[src/rtl/abs_wheel_brake_controller_assert.svh]
// Assertion macros shared by the wheel brake controller RTL.
// Needs a clock named clk and an active-low reset named rst_n in scope.
`ifndef ABS_WHEEL_BRAKE_CONTROLLER_ASSERT_SVH
`define ABS_WHEEL_BRAKE_CONTROLLER_ASSERT_SVH

`ifndef SYNTHESIS

// The condition implies the consequence in the same cycle.
`define ABSWBC_ASSERT_SAME(label, cond, conseq) \
  label: assert property (@(posedge clk) disable iff (!rst_n) (cond) |-> (conseq)) \
    else $error("same-cycle check failed");

// The condition implies the consequence in the next cycle.
`define ABSWBC_ASSERT_NEXT(label, cond, conseq) \
  label: assert property (@(posedge clk) disable iff (!rst_n) (cond) |=> (conseq)) \
    else $error("next-cycle check failed");

`else

`define ABSWBC_ASSERT_SAME(label, cond, conseq)
`define ABSWBC_ASSERT_NEXT(label, cond, conseq)

`endif

`endif

[src/rtl/abswbc_pkg.sv]
// Types and constants for the wheel brake controller.
// No dependencies; used by every module of the block.
`timescale 1ns / 1ps

package abswbc_pkg;

  localparam int SPEED_W = 16;

  typedef logic signed [1:0] drive_t;

  // Actuator commands.
  localparam drive_t DRIVE_ACCEL   = 2'sb01;
  localparam drive_t DRIVE_HOLD    = 2'sb00;
  localparam drive_t DRIVE_SLOW    = 2'sb11;
  localparam drive_t DRIVE_RELEASE = 2'sb10;

  // Status from the accumulator to the decision logic.
  typedef struct packed {
    logic               block_done;
    logic [SPEED_W-1:0] average;
  } acc_res_t;

endpackage

[src/rtl/abswbc_accum.sv]
// Block accumulator: sums speed samples and forms the block average by shift.
// Depends on abswbc_pkg.
`timescale 1ns / 1ps

module abswbc_accum #(
  parameter int BLOCK_LENGTH = 8
) (
  input  logic                       clk,
  input  logic                       rst_n,
  input  logic                       advance,
  input  logic [abswbc_pkg::SPEED_W-1:0] sample,
  output abswbc_pkg::acc_res_t       res
);
  import abswbc_pkg::*;

  localparam int SHIFT = $clog2(BLOCK_LENGTH);
  localparam int CNT_W = (SHIFT < 1) ? 1 : SHIFT;
  localparam int SUM_W = SPEED_W + SHIFT;
  localparam logic [CNT_W-1:0] LAST_IDX = CNT_W'(BLOCK_LENGTH - 1);

  logic [CNT_W-1:0] count_r, count_nxt;
  logic [SUM_W-1:0] sum_r, sum_nxt;
  logic [SUM_W-1:0] total;
  logic             last;

  // The item at the input register closes a block when the count is at its end.
  assign last  = (count_r == LAST_IDX);
  assign total = sum_r + SUM_W'(sample);

  assign res.block_done = last;
  assign res.average    = total[SUM_W-1:SHIFT];

  // Next count and sum; both restart after the last item of a block.
  always_comb begin
    count_nxt = count_r;
    sum_nxt   = sum_r;
    if (advance) begin
      if (last) begin
        count_nxt = '0;
        sum_nxt   = '0;
      end else begin
        count_nxt = count_r + CNT_W'(1);
        sum_nxt   = total;
      end
    end
  end

  always_ff @(posedge clk) begin
    if (!rst_n) begin
      count_r <= '0;
      sum_r   <= '0;
    end else begin
      count_r <= count_nxt;
      sum_r   <= sum_nxt;
    end
  end

endmodule

[src/rtl/abswbc_decide.sv]
// Drive decision at the end of a block, with the previous block average.
// Depends on abswbc_pkg.
`timescale 1ns / 1ps

module abswbc_decide (
  input  logic                           clk,
  input  logic                           rst_n,
  input  logic                           commit,
  input  abswbc_pkg::acc_res_t           acc,
  input  logic [abswbc_pkg::SPEED_W-1:0] target_speed,
  input  logic                           other_locked,
  output abswbc_pkg::drive_t             drive,
  output logic                           own_locked
);
  import abswbc_pkg::*;

  logic [SPEED_W-1:0] prev_avg_r, prev_avg_nxt;
  logic               avg_zero;

  assign avg_zero = (acc.average == '0);

  // Braking uses the lock rule; otherwise a bang-bang law against the target.
  always_comb begin
    own_locked = 1'b0;
    drive      = DRIVE_HOLD;
    if (target_speed == '0) begin
      own_locked = (acc.average == prev_avg_r) && !avg_zero;
      if (own_locked || other_locked || avg_zero) begin
        drive = DRIVE_HOLD;
      end else begin
        drive = DRIVE_RELEASE;
      end
    end else if (target_speed > acc.average) begin
      drive = DRIVE_ACCEL;
    end else if (target_speed < acc.average) begin
      drive = DRIVE_SLOW;
    end
  end

  // The average is remembered whenever a block completes.
  assign prev_avg_nxt = commit ? acc.average : prev_avg_r;

  always_ff @(posedge clk) begin
    if (!rst_n) begin
      prev_avg_r <= '0;
    end else begin
      prev_avg_r <= prev_avg_nxt;
    end
  end

endmodule

[src/rtl/abs_wheel_brake_controller.sv]
// Wheel brake controller for one wheel: block averaging and drive decision.
// The block takes one item in every cycle unless in_stall is raised. Each
// accepted item is registered, then added into the block sum in the following
// cycle; the item that closes a block of BLOCK_LENGTH items (a power of two)
// also yields a result, which the result register takes and shows on the
// result ports once it is free. The sustained rate is one item per clock
// while no result waits on out_stall, set by the single accumulator add and
// the compare of the decision. A result that waits on out_stall holds back
// only the item that would close the next block; other items keep flowing.
// Depends on abswbc_pkg, abswbc_accum, abswbc_decide and the assertion header.
`timescale 1ns / 1ps

module abs_wheel_brake_controller #(
  parameter int BLOCK_LENGTH = 8
) (
  input  logic                           clk,
  input  logic                           rst_n,
  input  logic                           in_valid,
  output logic                           in_stall,
  input  logic [abswbc_pkg::SPEED_W-1:0] in_speed_sample,
  input  logic [abswbc_pkg::SPEED_W-1:0] in_target_speed,
  input  logic                           in_other_wheel_locked,
  output logic                           out_valid,
  input  logic                           out_stall,
  output abswbc_pkg::drive_t             out_drive,
  output logic                           out_own_wheel_locked,
  output logic [abswbc_pkg::SPEED_W-1:0] out_average_speed
);
  import abswbc_pkg::*;

  `include "abs_wheel_brake_controller_assert.svh"

  // Input register.
  logic               s1_valid_r, s1_valid_nxt;
  logic [SPEED_W-1:0] s1_sample_r;
  logic [SPEED_W-1:0] s1_target_r;
  logic               s1_other_r;

  // Result register.
  logic               out_valid_r, out_valid_nxt;
  drive_t             out_drive_r;
  logic               out_own_r;
  logic [SPEED_W-1:0] out_avg_r;

  acc_res_t acc;
  drive_t   dec_drive;
  logic     dec_own;
  logic     out_free;
  logic     advance;
  logic     commit;
  logic     in_take;

  // An item moves on unless it closes a block and the result register holds a stalled result.
  assign out_free = !out_valid_r || !out_stall;
  assign advance  = s1_valid_r && (!acc.block_done || out_free);
  assign commit   = advance && acc.block_done;
  assign in_stall = s1_valid_r && !advance;
  assign in_take  = in_valid && !in_stall;

  abswbc_accum #(
    .BLOCK_LENGTH(BLOCK_LENGTH)
  ) u_accum (
    .clk     (clk),
    .rst_n   (rst_n),
    .advance (advance),
    .sample  (s1_sample_r),
    .res     (acc)
  );

  abswbc_decide u_decide (
    .clk          (clk),
    .rst_n        (rst_n),
    .commit       (commit),
    .acc          (acc),
    .target_speed (s1_target_r),
    .other_locked (s1_other_r),
    .drive        (dec_drive),
    .own_locked   (dec_own)
  );

  // Valid bits of both registers.
  always_comb begin
    s1_valid_nxt = s1_valid_r;
    if (in_take) begin
      s1_valid_nxt = 1'b1;
    end else if (advance) begin
      s1_valid_nxt = 1'b0;
    end
    out_valid_nxt = out_valid_r;
    if (commit) begin
      out_valid_nxt = 1'b1;
    end else if (out_valid_r && !out_stall) begin
      out_valid_nxt = 1'b0;
    end
  end

  always_ff @(posedge clk) begin
    if (!rst_n) begin
      s1_valid_r  <= 1'b0;
      out_valid_r <= 1'b0;
    end else begin
      s1_valid_r  <= s1_valid_nxt;
      out_valid_r <= out_valid_nxt;
    end
  end

  // Payload registers load without reset.
  always_ff @(posedge clk) begin
    if (in_take) begin
      s1_sample_r <= in_speed_sample;
      s1_target_r <= in_target_speed;
      s1_other_r  <= in_other_wheel_locked;
    end
    if (commit) begin
      out_drive_r <= dec_drive;
      out_own_r   <= dec_own;
      out_avg_r   <= acc.average;
    end
  end

  assign out_valid            = out_valid_r;
  assign out_drive            = out_drive_r;
  assign out_own_wheel_locked = out_own_r;
  assign out_average_speed    = out_avg_r;

  // A stall toward the source only comes from an item held at the input register.
  `ABSWBC_ASSERT_SAME(a_stall_has_item, in_stall, s1_valid_r)
  // A completed block always shows a result in the next cycle.
  `ABSWBC_ASSERT_NEXT(a_commit_shows, commit, out_valid_r)
  // A locked wheel always holds the brake.
  `ABSWBC_ASSERT_SAME(a_lock_holds, out_valid_r && out_own_r, out_drive_r == DRIVE_HOLD)
  // A result is never overwritten while it is stalled.
  `ABSWBC_ASSERT_SAME(a_no_overwrite, out_valid_r && out_stall, !commit)

endmodule
[config.mk]
export PLATFORM = sky130hd
export DESIGN_NAME = abs_wheel_brake_controller
export DESIGN_NICKNAME = d
export VERILOG_FILES = /design/src/rtl/abswbc_pkg.sv /design/src/rtl/abswbc_accum.sv /design/src/rtl/abswbc_decide.sv /design/src/rtl/abs_wheel_brake_controller.sv
export VERILOG_INCLUDE_DIRS = /design/src /design/src/rtl
export SDC_FILE = /design/constraint.sdc
export NUM_CORES = 1
export LEC_CHECK = 0
export ABC_AREA = 1
export ABC_CLOCK_PERIOD_IN_PS = 5800
export BUFFER_PORTS_ARGS = -buffer_cell sky130_fd_sc_hd__buf_2
export CAP_MARGIN = 0
export CORE_UTILIZATION = 35
export DETAILED_ROUTE_END_ITERATION = 10
export PLACE_DENSITY = 0.61
export SLEW_MARGIN = 20
export SYNTH_ARGS = -nofsm -noshare
export SYNTH_HDL_FRONTEND = slang
export SYNTH_SLANG_ARGS = --single-unit
[constraint.sdc]
create_clock -name clk -period 5.8 [get_ports clk]
set_input_delay 0.58 -clock clk [delete_from_list [all_inputs] [get_ports clk]]
set_output_delay 0.58 -clock clk [all_outputs]
set_load 0.1 [all_outputs]
==> flow_metrics.py <==
metrics = {
    "final_layout": {
        "post_route_cells_drive_above_1_share_pct": 19.8,
        "diodes": 0,
        "synthToLayoutAreaGrowth_pct": 14.4,
        "stdcell_count": 935,
        "nNetsFinal": 814,
        "fillers": 1541,
    },
    "placement": {
        "place_inst": 919,
        "portBuffers": 57,
        "hpwl_um": 9510,
        "gp_congestion": 0.881,
    },
    "clock_network": {
        "cts-root-buf": "clkbuf_16",
        "post_cts_buffers": 0,
        "clk_pin_slew_worst_paths_ns": 0.06,
        "clock-sinks": 92,
        "htree_levels": 3,
        "clockBufferDepth": 2,
        "clk_latency_ns": 0.35,
        "cts-resized-gates": 0,
        "cts_hold_buf": 0,
        "cts_tree": "built",
        "numCtsBuffers": 9,
    },
    "detailed_routing": {
        "drt-total-wl_um": 12400,
        "wl_per_cell_um": 13.3,
        "drc": 0,
        "viasPerCell": 4.73,
        "vias": 4427,
        "drtAntennaViolNets": 0,
        "drtPass1Iterations": 5,
        "initialDrtViolationCount": 166,
    },
    "critical_path": {
        "crit_chain": "ha_1 > ha_1 > nand2_1 > nand2_1 > inv_1 > nand2_1 > inv_1 > o21ai_0 > inv_1",
        "cp_top_family": "simple AND/OR/NAND/NOR gates",
        "path_class": "register to register",
        "required_ns": 6.04,
        "end_kind": "register",
        "slowest_delay_ns": 0.77,
        "start_kind": "register",
        "crit_path_top_delay_cell": "nand2_1",
        "cp.arrival_ns": 3.89,
        "worst-path-buf-inv": 3,
        "critPathMaxFanout": 33,
    },
    "power": {
        "clkPwrFrac_pct": 34.0,
        "p_per_area_nw_per_um2": 269,
        "power_switching_w": 0.000503,
        "swShare_pct": 30.2,
        "p_seq_share_pct": 44.4,
        "power.leakage_nw": 2.95,
        "p_int_w": 0.00116,
        "power_w": 0.00167,
        "combPwrFrac_pct": 21.6,
        "peakVddDrop_v": 0.000147,
    },
    "timing": {
        "skew_ns": 0.00930,
        "worstMarginPinSlew_ns": 0.983,
        "fmax_mhz": 274,
        "finalCritPeriodShare_pct": 62.9,
        "period_needed_ns": 3.65,
        "whs_ns": 0.400,
        "setup_viol": 0,
        "hold_violations": 0,
        "rsz0062_at_grt": "no",
        "drv_slew": 0,
        "relSlewSlack_pct": 34.4,
        "finalSetupTns_ns": 0,
    },
    "floorplan": {
        "initial_core_util_pct": 35.7,
        "fp-row-count": 45,
        "die_h_um": 126,
        "core_area_um2": 15100,
        "die_w_um": 126,
        "dieArea_um2": 16000,
        "io_pins": 58,
    },
    "yosys": {
        "synth.yosys.warnings": 0,
        "seq_area_frac_synth_pct": 43.7,
        "syn_nets": 755,
        "ys_ff_latch": 92,
        "syn_inst": 683,
        "synth_cell_types": 35,
        "syn_area_per_cell_um2": 7.92,
        "mappedNetlistArea_um2": 5410,
    },
    "global_routing": {
        "antenna_found_initial": 0,
        "grt_max_degree": 38,
        "grt_pass1_vias": 4253,
        "grt_pass1_wl_um": 20900,
        "overflow": 0,
        "grtUsageTotal_pct": 16.9,
    },
    "outcome": {
        "status": "complete, no violations",
    },
    "run": {
        "maxCapViolCount": 0,
    },
    "hold_path": {
        "worstHoldPathType": "input port to register",
    },
}
[synth_stat cells (all sizes together)]
master,count,area share [%]
clkbuf,9,0.62
a21oi,60,6.0
o21ai,26,2.4
nor2,49,4.4
nand3b,2,0.28
dfxtp,40,15
or2,1,0.12
inv,117,8.2
nand4,11,2.1
buf,1,0.069
a211oi,1,0.14
nor3,2,0.28
o211ai,1,0.14
edfxtp,52,29
fa,1,0.37
nand3,55,5.6
nand2,214,17
a221oi,1,0.16
and2,2,0.25
nor4,4,0.46
ha,34,7.9
[cell type report]
class	count	area (µm²)	share of cell area, %
Multi-Input combinational cell	464	2570	41.6
Inverter	117	442	7.14
Sequential cell	92	2360	38.2
Timing Repair Buffer	58	293	4.73
Clock inverter	3	22.5	0.364
Clock buffer	13	262	4.23
Tap cell	188	235	3.80
[worst paths after layout]
check | start | end | slack (ns) | cells past startpoint
min reg2reg | u_accum.sum_r[8] | u_accum.sum_r[8] | 0.47 | 2
max | u_accum.count_r[0] | out_valid | 2.15 | 9
max reg2reg | u_accum.count_r[0] | out_valid | 2.15 | 9
min | in_speed_sample[0] | s1_sample_r[0] | 0.40 | 1
[through the flow]
step / util [%] / setup slack, ns / instance area (µm²)
after floorplan: - / 2.50 / 5410
after global placement: 39.0 / 2.22 / 5900
after detailed placement: 39.0 / 2.14 / 5900
after CTS: 40.9 / 2.19 / 6190
after global routing: 40.9 / 1.64 / 6190
final: 40.9 / 2.15 / 6190
[cells by family after synthesis]
group,after synthesis,share of synthesized area (%)
AO/OA/AOI/OAI,89,8.82
adder cells (fa/ha/maj),35,8.24
buffers and inverters,127,8.86
flip-flops,92,43.7
AND/OR/NAND/NOR,340,30.4
[power groups by stage]
stage	Combinational [W]	Clock, W	Sequential (W)
floorplan	0.000271	0	0.000750
global placement	0.000357	0	0.000754
detailed placement	0.000360	0	0.000755
CTS	0.000363	0.000587	0.000740
global route	0.000412	0.000611	0.000743
finish	0.000359	0.000566	0.000740
[layout by cell type (no fill, tap or decap), drive strengths merged, types with 2 or more instances in the layout]
cell type and count:
ha 34, buf 58, nor3 2, edfxtp 52
nor2 49, nand3 55, clkbuf 13, o21ai 26
nand2 214, and2 2, a21oi 60, nor4 4
nand4 11, inv 117, nand3b 2, clkinv 3
dfxtp 40
[metal layers]
| metal | global-route usage (%) | share of wire [%] | vias up |
|---|---|---|---|
| li1 | - | - | 2333 |
| met1 | 21.1 | 46 | 1992 |
| met2 | 28.2 | 47 | 85 |
| met3 | 2.95 | 3.9 | 17 |
| met4 | 8.43 | 2.8 | 0 |
| met5 | 0 | 0 | - |
[worst reg2reg max path: cells and delay by family, from the launching register on]
kind | cells | cell delay (ns)
flip-flops | 1 | 0.35
AO/OA/AOI/OAI | 1 | 0.34
AND/OR/NAND/NOR | 3 | 1.49
adder cells (fa/ha/maj) | 2 | 0.37
buffers and inverters | 3 | 0.99
[state kept, by name, summed over array words and instances (netlist names)]
register,count
s1_valid_r,1
u_decide.prev_avg_r,16
s1_sample_r,16
out_valid,1
out_average_speed,16
out_drive,2
u_accum.sum_r,19
out_own_wheel_locked,1
u_accum.count_r,3
s1_target_r,16
s1_other_r,1
(Power assumes the default switching activity.)
